[src/design/uart_command_frame_parser_macros.svh]
// ----------------------------------------------------------------------------
// UART command frame parser assertion macros
// Shared concurrent assertion forms for the parser modules.
// ----------------------------------------------------------------------------
`ifndef UART_COMMAND_FRAME_PARSER_MACROS_SVH
`define UART_COMMAND_FRAME_PARSER_MACROS_SVH

// Same-cycle implication, disabled during reset
`define UCFP_ASSERT_SAME(lbl, clk, rst, ante, cons, msg) \
  lbl: assert property (@(posedge clk) disable iff (rst) (ante) |-> (cons)) else $error(msg);

// Next-cycle implication, disabled during reset
`define UCFP_ASSERT_NEXT(lbl, clk, rst, ante, cons, msg) \
  lbl: assert property (@(posedge clk) disable iff (rst) (ante) |=> (cons)) else $error(msg);

`endif

[src/design/ucfp_pkg.sv]
// ----------------------------------------------------------------------------
// UART command frame parser package
// Ring geometry, register codes, reset values and shared types.
// ----------------------------------------------------------------------------
package ucfp_pkg;

  localparam int RING_DEPTH = 512;
  localparam int IDX_W      = $clog2(RING_DEPTH);
  localparam int OUT_IDX_W  = 9;
  localparam int TDATA_W    = 32;

  localparam logic [15:0] KEY_HEADER_RESET  = 16'h2A20;
  localparam logic [15:0] DATA_HEADER_RESET = 16'h2A21;

  // Configuration register indexes
  localparam logic CFG_KEY_HEADER  = 1'b0;
  localparam logic CFG_DATA_HEADER = 1'b1;

  // Frame kinds
  localparam logic KIND_KEY  = 1'b0;
  localparam logic KIND_DATA = 1'b1;

  typedef logic [IDX_W-1:0] ring_idx_t;

  typedef struct packed {
    logic       valid;
    logic [7:0] data;
  } rx_slot_t;

  typedef struct packed {
    logic                 kind;
    logic [OUT_IDX_W-1:0] frame_start;
    logic [OUT_IDX_W-1:0] frame_end;
    logic [7:0]           command_code;
  } frame_result_t;

  // Advance a ring index, wrapping at the ring depth
  function automatic ring_idx_t next_idx(input ring_idx_t i);
    return (i == IDX_W'(RING_DEPTH - 1)) ? '0 : i + 1'b1;
  endfunction

  // Reduce a ring index to the width of the output index fields
  function automatic logic [OUT_IDX_W-1:0] out_idx(input ring_idx_t i);
    logic [31:0] wide;
    wide = 32'(i);
    return wide[OUT_IDX_W-1:0];
  endfunction

endpackage

[src/design/uart_command_frame_parser.sv]
// ----------------------------------------------------------------------------
// UART command frame parser
// Frames received UART bytes and reports each completed command frame.
// ----------------------------------------------------------------------------
// One received byte is taken per clock cycle unless the slave side stalls;
// the parse of a byte is a single state update between the input register
// and the result register, so a frame result is loaded there as its checksum
// byte leaves the input register. The slave side stalls only while a checksum
// byte waits behind a result that downstream has not yet taken. Ring positions
// are tracked as indexes only; byte storage is not kept, since nothing reads it.
// ----------------------------------------------------------------------------
module uart_command_frame_parser import ucfp_pkg::*; (
  input  logic               clk,
  input  logic               rst,
  input  logic               cfg_we,
  input  logic               cfg_index,
  input  logic [15:0]        cfg_data,
  input  logic               s_axis_tvalid,
  output logic               s_axis_tready,
  input  logic [7:0]         s_axis_tdata,   // [7:0] rx_byte
  output logic               m_axis_tvalid,
  input  logic               m_axis_tready,
  // [0] frame_kind, [9:1] frame_start, [18:10] frame_end,
  // [26:19] command_code, [31:27] zero
  output logic [TDATA_W-1:0] m_axis_tdata
);

  rx_slot_t      slot;
  frame_result_t res;
  logic          res_pending;
  logic          can_load;
  logic          step;

  // Advance the held byte unless its result has nowhere to go
  assign step = slot.valid && (can_load || !res_pending);

  ucfp_in_stage u_in (
    .clk           (clk),
    .rst           (rst),
    .s_axis_tvalid (s_axis_tvalid),
    .s_axis_tready (s_axis_tready),
    .s_axis_tdata  (s_axis_tdata),
    .step          (step),
    .slot          (slot)
  );

  ucfp_parse_core u_core (
    .clk         (clk),
    .rst         (rst),
    .cfg_we      (cfg_we),
    .cfg_index   (cfg_index),
    .cfg_data    (cfg_data),
    .step        (step),
    .rx_byte     (slot.data),
    .res_pending (res_pending),
    .res         (res)
  );

  ucfp_out_stage u_out (
    .clk           (clk),
    .rst           (rst),
    .load          (step && res_pending),
    .res           (res),
    .can_load      (can_load),
    .m_axis_tvalid (m_axis_tvalid),
    .m_axis_tready (m_axis_tready),
    .m_axis_tdata  (m_axis_tdata)
  );

endmodule

[src/design/ucfp_in_stage.sv]
// ----------------------------------------------------------------------------
// UART command frame parser input stage
// Registers one received byte and hands it to the parse core.
// ----------------------------------------------------------------------------
module ucfp_in_stage import ucfp_pkg::*; (
  input  logic       clk,
  input  logic       rst,
  input  logic       s_axis_tvalid,
  output logic       s_axis_tready,
  input  logic [7:0] s_axis_tdata,   // [7:0] rx_byte
  input  logic       step,
  output rx_slot_t   slot
);

  logic       in_valid;
  logic [7:0] in_byte;

  // Take a new transaction when empty or when the held byte is consumed
  assign s_axis_tready = !in_valid || step;

  always_ff @(posedge clk) begin
    if (rst) begin
      in_valid <= 1'b0;
    end else if (s_axis_tready) begin
      in_valid <= s_axis_tvalid;
    end
  end

  always_ff @(posedge clk) begin
    if (s_axis_tready && s_axis_tvalid) begin
      in_byte <= s_axis_tdata;
    end
  end

  assign slot.valid = in_valid;
  assign slot.data  = in_byte;

endmodule

[src/design/ucfp_parse_core.sv]
// ----------------------------------------------------------------------------
// UART command frame parser core
// Header match, frame phase tracking and ring index bookkeeping.
// ----------------------------------------------------------------------------
`include "uart_command_frame_parser_macros.svh"

module ucfp_parse_core import ucfp_pkg::*; (
  input  logic          clk,
  input  logic          rst,
  input  logic          cfg_we,
  input  logic          cfg_index,
  input  logic [15:0]   cfg_data,
  input  logic          step,
  input  logic [7:0]    rx_byte,
  output logic          res_pending,
  output frame_result_t res
);

  typedef enum logic [2:0] {
    PH_HEADER,
    PH_RW,
    PH_CMD,
    PH_LEN,
    PH_DATA,
    PH_CHECK
  } phase_t;

  logic [15:0] key_header_word;
  logic [15:0] data_header_word;

  phase_t     phase, phase_next;
  logic       header_pending, header_pending_next;
  logic [7:0] first_byte, first_byte_next;
  logic       matched_kind, matched_kind_next;
  logic [7:0] data_remaining, data_remaining_next;
  logic [7:0] saved_command, saved_command_next;
  ring_idx_t  write_index, write_index_next;
  ring_idx_t  frame_begin, frame_begin_next;

  ring_idx_t   wi_inc;
  ring_idx_t   wi_skip;
  logic [15:0] header_word;

  assign wi_inc      = next_idx(write_index);
  assign wi_skip     = next_idx(wi_inc);
  assign header_word = {first_byte, rx_byte};

  assign res_pending      = (phase == PH_CHECK);
  assign res.kind         = matched_kind;
  assign res.frame_start  = out_idx(frame_begin);
  assign res.frame_end    = out_idx(wi_inc);
  assign res.command_code = saved_command;

  always_comb begin
    phase_next          = phase;
    header_pending_next = header_pending;
    first_byte_next     = first_byte;
    matched_kind_next   = matched_kind;
    data_remaining_next = data_remaining;
    saved_command_next  = saved_command;
    write_index_next    = wi_inc;
    frame_begin_next    = frame_begin;
    case (phase)
      PH_RW: begin
        phase_next = PH_CMD;
      end
      PH_CMD: begin
        saved_command_next = rx_byte;
        phase_next         = PH_LEN;
      end
      PH_LEN: begin
        data_remaining_next = rx_byte;
        phase_next          = PH_DATA;
      end
      PH_DATA: begin
        // a zero length still takes one data byte
        if (data_remaining <= 8'd1) begin
          data_remaining_next = '0;
          phase_next          = PH_CHECK;
        end else begin
          data_remaining_next = data_remaining - 8'd1;
        end
      end
      PH_CHECK: begin
        // skip one slot and open the next frame there
        write_index_next = wi_skip;
        frame_begin_next = wi_skip;
        phase_next       = PH_HEADER;
      end
      default: begin
        phase_next = PH_HEADER;
        if (!header_pending) begin
          first_byte_next     = rx_byte;
          header_pending_next = 1'b1;
        end else begin
          header_pending_next = 1'b0;
          first_byte_next     = '0;
          if (header_word == key_header_word) begin
            matched_kind_next = KIND_KEY;
            phase_next        = PH_RW;
          end else if (header_word == data_header_word) begin
            matched_kind_next = KIND_DATA;
            phase_next        = PH_RW;
          end else begin
            // drop the unknown header
            write_index_next = wi_skip;
            frame_begin_next = wi_skip;
          end
        end
      end
    endcase
  end

  always_ff @(posedge clk) begin
    if (rst) begin
      key_header_word  <= KEY_HEADER_RESET;
      data_header_word <= DATA_HEADER_RESET;
      phase            <= PH_HEADER;
      header_pending   <= 1'b0;
      first_byte       <= '0;
      matched_kind     <= KIND_KEY;
      data_remaining   <= '0;
      saved_command    <= '0;
      write_index      <= '0;
      frame_begin      <= '0;
    end else begin
      if (cfg_we) begin
        case (cfg_index)
          CFG_KEY_HEADER:  key_header_word  <= cfg_data;
          CFG_DATA_HEADER: data_header_word <= cfg_data;
          default: ;
        endcase
      end
      if (step) begin
        phase          <= phase_next;
        header_pending <= header_pending_next;
        first_byte     <= first_byte_next;
        matched_kind   <= matched_kind_next;
        data_remaining <= data_remaining_next;
        saved_command  <= saved_command_next;
        write_index    <= write_index_next;
        frame_begin    <= frame_begin_next;
      end
    end
  end

  `UCFP_ASSERT_SAME(a_pending_in_header, clk, rst, header_pending, phase == PH_HEADER, "header byte pending outside header phase")
  `UCFP_ASSERT_NEXT(a_check_restarts, clk, rst, step && (phase == PH_CHECK), (frame_begin == write_index) && (phase == PH_HEADER), "frame did not restart after checksum")
  `UCFP_ASSERT_NEXT(a_data_ends, clk, rst, step && (phase == PH_DATA) && (data_remaining <= 8'd1), phase == PH_CHECK, "last data byte did not reach checksum phase")

endmodule

[src/design/ucfp_out_stage.sv]
// ----------------------------------------------------------------------------
// UART command frame parser output stage
// Holds one finished frame result until the downstream side takes it.
// ----------------------------------------------------------------------------
module ucfp_out_stage import ucfp_pkg::*; (
  input  logic               clk,
  input  logic               rst,
  input  logic               load,
  input  frame_result_t      res,
  output logic               can_load,
  output logic               m_axis_tvalid,
  input  logic               m_axis_tready,
  // [0] frame_kind, [9:1] frame_start, [18:10] frame_end,
  // [26:19] command_code, [31:27] zero
  output logic [TDATA_W-1:0] m_axis_tdata
);

  logic          out_valid;
  frame_result_t out_res;

  assign can_load = !out_valid || m_axis_tready;

  always_ff @(posedge clk) begin
    if (rst) begin
      out_valid <= 1'b0;
    end else if (can_load) begin
      out_valid <= load;
    end
  end

  always_ff @(posedge clk) begin
    if (can_load && load) begin
      out_res <= res;
    end
  end

  assign m_axis_tvalid = out_valid;
  assign m_axis_tdata  = {5'd0, out_res.command_code, out_res.frame_end,
                          out_res.frame_start, out_res.kind};

endmodule
[config.mk]
export PLATFORM = sky130hd
export DESIGN_NAME = uart_command_frame_parser
export DESIGN_NICKNAME = d
export VERILOG_FILES = /design/src/design/ucfp_pkg.sv /design/src/design/uart_command_frame_parser.sv /design/src/design/ucfp_in_stage.sv /design/src/design/ucfp_parse_core.sv /design/src/design/ucfp_out_stage.sv
export VERILOG_INCLUDE_DIRS = /design/src /design/src/design
export SDC_FILE = /design/constraint.sdc
export NUM_CORES = 1
export LEC_CHECK = 0
export ABC_AREA = 1
export BUFFER_PORTS_ARGS = -buffer_cell sky130_fd_sc_hd__buf_2
export CAP_MARGIN = 10
export CORE_ASPECT_RATIO = 0.9
export CORE_UTILIZATION = 58
export CTS_CLUSTER_SIZE = 40
export DETAILED_ROUTE_END_ITERATION = 8
export PLACE_DENSITY = 0.8
export SYNTH_ARGS = -nofsm -noshare
export SYNTH_HDL_FRONTEND = slang
export SYNTH_SLANG_ARGS = --single-unit
[constraint.sdc]
create_clock -name clk -period 3.05 [get_ports clk]
set_input_delay 0.61 -clock clk [delete_from_list [all_inputs] [get_ports clk]]
set_output_delay 0.61 -clock clk [all_outputs]
set_load 0.01 [all_outputs]
=== Yosys cells after proc, flatten, opt, wreduce, memory -nomap -nowiden ===
Index checks and enable logic that the tools add are counted.
Widths: inputs -> output; s select.

* Flip-flop bits (word level): 116
* Output and inout port bits: 34

* Add/sub/neg operators: 3
* $lt $le $gt $ge: 1
* Equality and inequality tests: 12
* Muxes and demuxes: 21
* Bitwise operators: 3
* Reductions and logical operators: 23

{| class="wikitable"
|+ Operators by type and width
! kind !! count
|-
| $mux 9 || 8
|-
| $pmux 9 s2 || 2
|-
| $eq 16x16->1 || 2
|-
| $add 9x1->9 const B || 2
|-
| $eq 9x9->1 const B || 2
|-
| $mux 8 || 2
|-
| $pmux 8 s2 || 1
|-
| $pmux 3 s5 || 1
|-
| $reduce_and 2->1 || 6
|-
| $mux 3 || 3
|-
| $le 8x1->1 const B || 1
|-
| $sub 8x1->8 const B || 1
|-
| $eq 3x2->1 const B || 2
|-
| $eq 3x3->1 const B || 2
|-
| $reduce_bool 2->1 || 3
|-
| $reduce_and 5->1 || 1
|-
| $reduce_or 5->1 || 1
|-
| $logic_and 1x1->1 || 4
|-
| $mux 1 || 4
|-
| $ne 2x2->1 const B || 2
|-
| $reduce_and 4->1 || 1
|-
| $reduce_or 4->1 || 1
|-
| $eq 3x1->1 const B || 1
|-
| $logic_not 1->1 || 3
|-
| 3 further kinds || 7
|}

=== Logic depth before layout (Yosys ltp) ===
* Depth after elaboration: 8
* Depth in mapped cells: 20
* Mapped depth without buffers: 20

=== Hierarchy ===
A second synthesis with hierarchy kept.

* Cells, all modules: 698
* Area total of the unflattened synthesis: 5,491.5 um^2

{| class="wikitable"
|+ Modules (own cells, without submodules)
! module !! instances !! cells an instance !! area each (um^2)
|-
| ucfp_parse_core || 1 || 639 || 4,271.6
|-
| ucfp_out_stage || 1 || 39 || 899.6
|-
| ucfp_in_stage || 1 || 15 || 295.3
|-
| uart_command_frame_parser || 1 || 5 || 25.0
|}

=== Worst setup path before layout ===
Ideal clock, no wire load.

* Kind: flip-flop to flip-flop
* Start: register u_core.phase[1]
* End: register u_out.out_res, in the netlist u_out.m_axis_tdata[0] (enable)
* Data arrival time: 2.047 ns
* Slack: 0.592 ns
* Stages on the path, launching flop included: 7
* Buffers on the path: 0
* Period minus slack after synthesis: 2.458 ns
* Cell sequence: dfxtp_1 inv_1 nand3_4 nor3_2 nor2_2 inv_2 nor2_1

* Cells in the longest elaborated chain, start to end: 6

{| class="wikitable"
|+ RTL lines
! element !! RTL line !! text
|-
| start: declaration || ucfp_parse_core.sv:31 || <nowiki>phase_t phase, phase_next;</nowiki>
|-
| start signal: assignment || ucfp_parse_core.sv:135 || <nowiki>phase <= phase_next;</nowiki>
|-
| $eq 3x3->1 (*) || ucfp_parse_core.sv:48 || <nowiki>assign res_pending = (phase == PH_CHECK);</nowiki>
|-
| $logic_not 1->1 || uart_command_frame_parser.sv:35 || <nowiki>assign step = slot.valid && (can_load || !res_pending);</nowiki>
|-
| $logic_or 1x1->1 || uart_command_frame_parser.sv:35 ||
|-
| $logic_and 1x1->1 || uart_command_frame_parser.sv:35 ||
|-
| $logic_and 1x1->1 (*) || uart_command_frame_parser.sv:62 || <nowiki>.load (step && res_pending),</nowiki>
|-
| $logic_and 1x1->1 (*) || ucfp_out_stage.sv:32 || <nowiki>if (can_load && load) begin</nowiki>
|-
| end signal: assignment || ucfp_out_stage.sv:33 || <nowiki>out_res <= res;</nowiki>
|-
| end: declaration || ucfp_out_stage.sv:19 || <nowiki>frame_result_t out_res;</nowiki>
|}

Every way passes the cells marked *; elsewhere a longest branch is shown, timed or not.
A chain may end at the register's enable or synchronous reset.

=== Final worst setup path ===
* Start: register u_core.write_index[0]
* End: register u_core.write_index[3]

* Cells in the longest elaborated chain, start to end: 8
* Elaborated cells on any way between the ends: 10

{| class="wikitable"
|+ RTL lines
! element !! RTL line !! text
|-
| start: declaration || ucfp_parse_core.sv:37 || <nowiki>ring_idx_t write_index, write_index_next;</nowiki>
|-
| start signal: assignment || ucfp_parse_core.sv:141 || <nowiki>write_index <= write_index_next;</nowiki>
|-
| $add 9x1->9 or $eq 9x9->1 (tied branches) || ucfp_pkg.sv:39 || <nowiki>return (i == IDX_W'(RING_DEPTH - 1)) ? '0 : i + 1'b1;</nowiki>
|-
| $mux 9 (*) || ucfp_pkg.sv:39 ||
|-
| $add 9x1->9 or $eq 9x9->1 (tied branches) || ucfp_pkg.sv:39 ||
|-
| $mux 9 || ucfp_pkg.sv:39 ||
|-
| $mux 9 || ucfp_parse_core.sv:101 || <nowiki>end else if (header_word == data_header_word) begin</nowiki>
|-
| $mux 9 || ucfp_parse_core.sv:98 || <nowiki>if (header_word == key_header_word) begin</nowiki>
|-
| $mux 9 || ucfp_parse_core.sv:92 || <nowiki>if (!header_pending) begin</nowiki>
|-
| $pmux 9 s2 (*) || ucfp_parse_core.sv:63 || <nowiki>case (phase)</nowiki>
|}

Marks and branches as above.

==> run summary <==
### STA
• 0 — final hold viol count
• 0.774 ns — worst slew pin tran
• 0 — count of pins over their slew limit
• 0.0133 ns — worst clock skew
• 0 — final count of negative-setup-slack endpoints
• 0.366 GHz — highest clock frequency the design can meet
• 0.482 — max-slew headroom at the worst pin
• false — setup repair after global routing missed its margin
• 0.897 — share of the clock period used by the worst path
• 0 ns — sum of negative setup slack
• 2.74 ns — shortest period the worst path allows

### Clock tree
• 116 — number of sinks handled by clock tree synthesis
• clkbuf_8 — cell at the root of the clock tree
• 4 — H-tree Lvls
• 0.06 ns — clock slew at the register clock pins of the worst setup and hold paths
• 0 — number of setup buffers added after CTS
• 17 — number of buffers created by CTS
• 0.51 ns — worst-skew pair later-pin latency
• done — CTS tree
• 2 — worst-case clock buffer depth

### Pwr
• 2.95 nW — cell leakage power
• 624 nW/um^2 — P per Cell Area
• 0.482 mV — maximum ir drop on the vdd rail

### Min path
• 1 — worst hold path depth
• u_in.in_byte[1] — Worst Hold Endpoint
• s_axis_tdata[1] — hold path start
• in2reg — kind of path behind the tightest hold check

### Final layout
• 0 — final antenna diode count
• 822 — final net count
• 0.159 — share of final-layout standard cells stronger than drive strength 1
• 921 — count of placed standard cells in the final layout, fillers left out
• 17.8% — synth-to-layout area growth
• 0.704 — core occupancy in the finished layout

### Status
• complete, no violations — outcome

### Floorplanning
• 64 — top-level I/O count
• 33 — floorplan row count
• 9130 sq um — Placeable Area
• 104 um — Die Span X
• 94.0 um — Die H
• 0.598 — initial core utilization
• 9790 sq um — DIE AREA

### Logic synthesis
• 721 — Post-Synthesis Cells
• 0.490 — share of the yosys chip area belonging to registers
• 0 — total number of yosys warnings
• 0 — ys async rst share
• 37 — number of distinct library cells after synthesis
• 35 — number of synthesized flops with an enable pin
• 116 — register bit total from synthesis
• 5450 sq um — netlist area before placement
• 7.56 sq um — average cell area after synthesis
• dfxtp_1 — flip-flop cell with the highest count after synthesis

### GRT
• 4333 — vias in the first global route
• 0 — initial antenna violation count
• 20300 um — wire length of the first global-routing pass
• 0.267 — overall routing resource usage
• 54 — largest net degree at the start of global routing
• 0 — global route total overflow

### Placement
• 0.893 — Routability Congestion
• 889 — Cell Count Post-Placement
• 8420 um — HPWL after DPL
• 58 — count of input and output buffers

### Routing
• 0 — remaining number of nets flagged by the antenna check after routing
• 13.3 um — average wire per standard cell
• 5320 um — wl on met1
• 863 um — detailed route wirelength on metal3
• 0 — DRC violations left
• 5.26 — mean number of vias per cell
• 12300 um — Final Routed Wirelength
• 5 — number of search-and-repair iterations in the first detailed-routing pass
• 4845 — total number of vias
• 5970 um — met2 wire len
• 310 — number of DRC markers after the initial detailed-route iteration
• met4 — topmost layer with routed signal wires

### Worst setup path
• ha_1 -> nand3_1 -> nor2_1 -> ha_1 -> inv_1 -> nand3_2 -> nor2_2 -> nand2_1 -> nor2_1 -> nand3_1 -> nor2_1 -> ha_1 -> inv_1 -> nand3_1 -> o22ai_1 -> nor2_1 -> a21oi_1 — series of cell instances along the critical path
• 0.31 ns — register-to-register setup slack
• 17 — depth of the most critical reg-to-reg path
• flip-flop — startpoint type of the worst setup path
• dfxtp_1 — Slowest cell on crit path
• flip-flop — critical path capture point type
• 3.14 ns — WP data arrival
• reg2reg — Setup Crit Path Kind
• 7 — largest fanout of any net on the critical path
• 3.45 ns — required time worst endpoint
• u_core.write_index[3] — worst reg2reg path endpoint
• u_core.write_index[0] — worst flop-to-flop path startpoint
• nor2_1 — library cell appearing most often on the critical path
• 0.36 ns — stage delay of the slowest cell on the critical path

### Run
• 0 — # Max-Cap Violations

per-stage QoR:
| step | power (W) | instance area [sq um] | worst slack (ns) | hold slack (ns) |
|---|---|---|---|---|
| 6_report | 0.00401 | 6420 | 0.315 | 0.269 |
| 5_1_grt | 0.00416 | 6420 | 0.0357 | 0.248 |
| 4_1_cts | 0.00402 | 6420 | 0.272 | 0.254 |
| 3_5_place_dp | 0.00211 | 5840 | 0.305 | 0.416 |
| 3_3_place_gp | 0.00210 | 5840 | 0.474 | 0.415 |
| 2_1_floorplan | 0.00201 | 5470 | 0.592 | 0.403 |
placed cells by master (no fill, tap or decap), drive strengths merged, types with 2 or more instances in the layout:
| cell | n |
|---|---|
| clkinvlp | 3 |
| nor3 | 3 |
| a221oi | 2 |
| o22ai | 6 |
| a21oi | 52 |
| nor2 | 113 |
| xor2 | 12 |
| nand3 | 40 |
| o21a | 2 |
| clkbuf | 23 |
| nand2 | 179 |
| o211ai | 8 |
| conb | 5 |
| clkinv | 5 |
| o21ai | 50 |
| a211oi | 2 |
| buf | 66 |
| ha | 6 |
| dfxtp | 81 |
| edfxtp | 35 |
| bufinv | 2 |
| inv | 97 |
| nand4 | 3 |
cells in the mapped netlist, types with 3 or more instances:
master | count | area [sq um]
nand2_1 | 176 | 661
nor2_1 | 104 | 390
inv_1 | 85 | 319
dfxtp_1 | 81 | 1620
a21oi_1 | 52 | 260
o21ai_0 | 50 | 250
nand3_1 | 38 | 190
edfxtp_1 | 35 | 1050
clkbuf_1 | 13 | 48.8
xor2_1 | 12 | 105
inv_2 | 11 | 41.3
buf_4 | 8 | 60.1
nor2_2 | 8 | 50.1
o211ai_1 | 8 | 60.1
ha_1 | 6 | 75.1
o22ai_1 | 6 | 37.5
nand4_1 | 3 | 18.8
state kept, by name, summed over array words and instances, names as in the netlist, 3 cells and up:
register / flops
u_core.frame_begin: 9
u_core.key_header_word: 16
u_out.m_axis_tdata: 27
u_core.first_byte: 8
u_core.data_header_word: 16
u_in.in_byte: 8
u_core.write_index: 9
u_core.phase: 3
u_core.data_remaining: 8
u_core.saved_command: 8
cell families (layout without fill, tap and decap cells):
family                     after synthesis  in the layout  synth area share
xor gates and xnor gates                13             13            0.0209
buffers and inverters                  122            196            0.0927
AOI/OAI and AO/OA                      124            124             0.123
other                                    1              5          0.000688
and+or+nand+nor                        339            339             0.259
adders and majority gates                6              6            0.0138
DFF                                    116            116             0.490
power by group:
part	switching (W)	internal, W	leakage (nW)	total (W)
Sequential	0.0000557	0.00165	0.990	0.00171
Clock	0.000675	0.00124	0.280	0.00192
Combinational	0.000252	0.000132	1.68	0.000385
layer usage:
metal	up-vias	GRT usage
li1	2444	-
met1	2184	0.337
met2	200	0.441
met3	17	0.0659
met4	0	0.108
met5	-	0
critical path: cells and delay by family (launching register included):
kind            cells  cell delay [ns]
simple gates       10             1.14
fa+ha+maj           3             0.64
flops               1             0.36
compound gates      2             0.16
buf+inv             2             0.30
worst max-delay path by stage:
stage / startpoint / to / slack [ns] / depth (start not counted)
6_report: u_core.write_index[0] / u_core.write_index[3] / 0.31 / 17
5_1_grt: u_core.write_index[0] / u_core.write_index[3] / 0.04 / 17
4_1_cts: u_core.write_index[0] / u_core.write_index[3] / 0.27 / 17
3_5_place_dp: u_core.write_index[0] / u_core.write_index[3] / 0.31 / 17
3_3_place_gp: u_core.write_index[0] / u_core.write_index[1] / 0.47 / 19
2_1_floorplan: u_core.phase[1] / u_out.m_axis_tdata[0] / 0.59 / 6
timing repair:
item | in CTS | in global routing
hold buffers | 0 | 0
endpoints found under the setup margin | 0 | 8
resized for setup | 0 | 2
final cells by class:
class	instances	area (sq um)
clock buffer	23	477
clock inverter	9	103
multi-input combinational	487	2300
sequential	116	2670
tap	122	153
timing repair buffer	66	350
inverter	98	370
fill	725	2700
(Power assumes the default switching activity.)
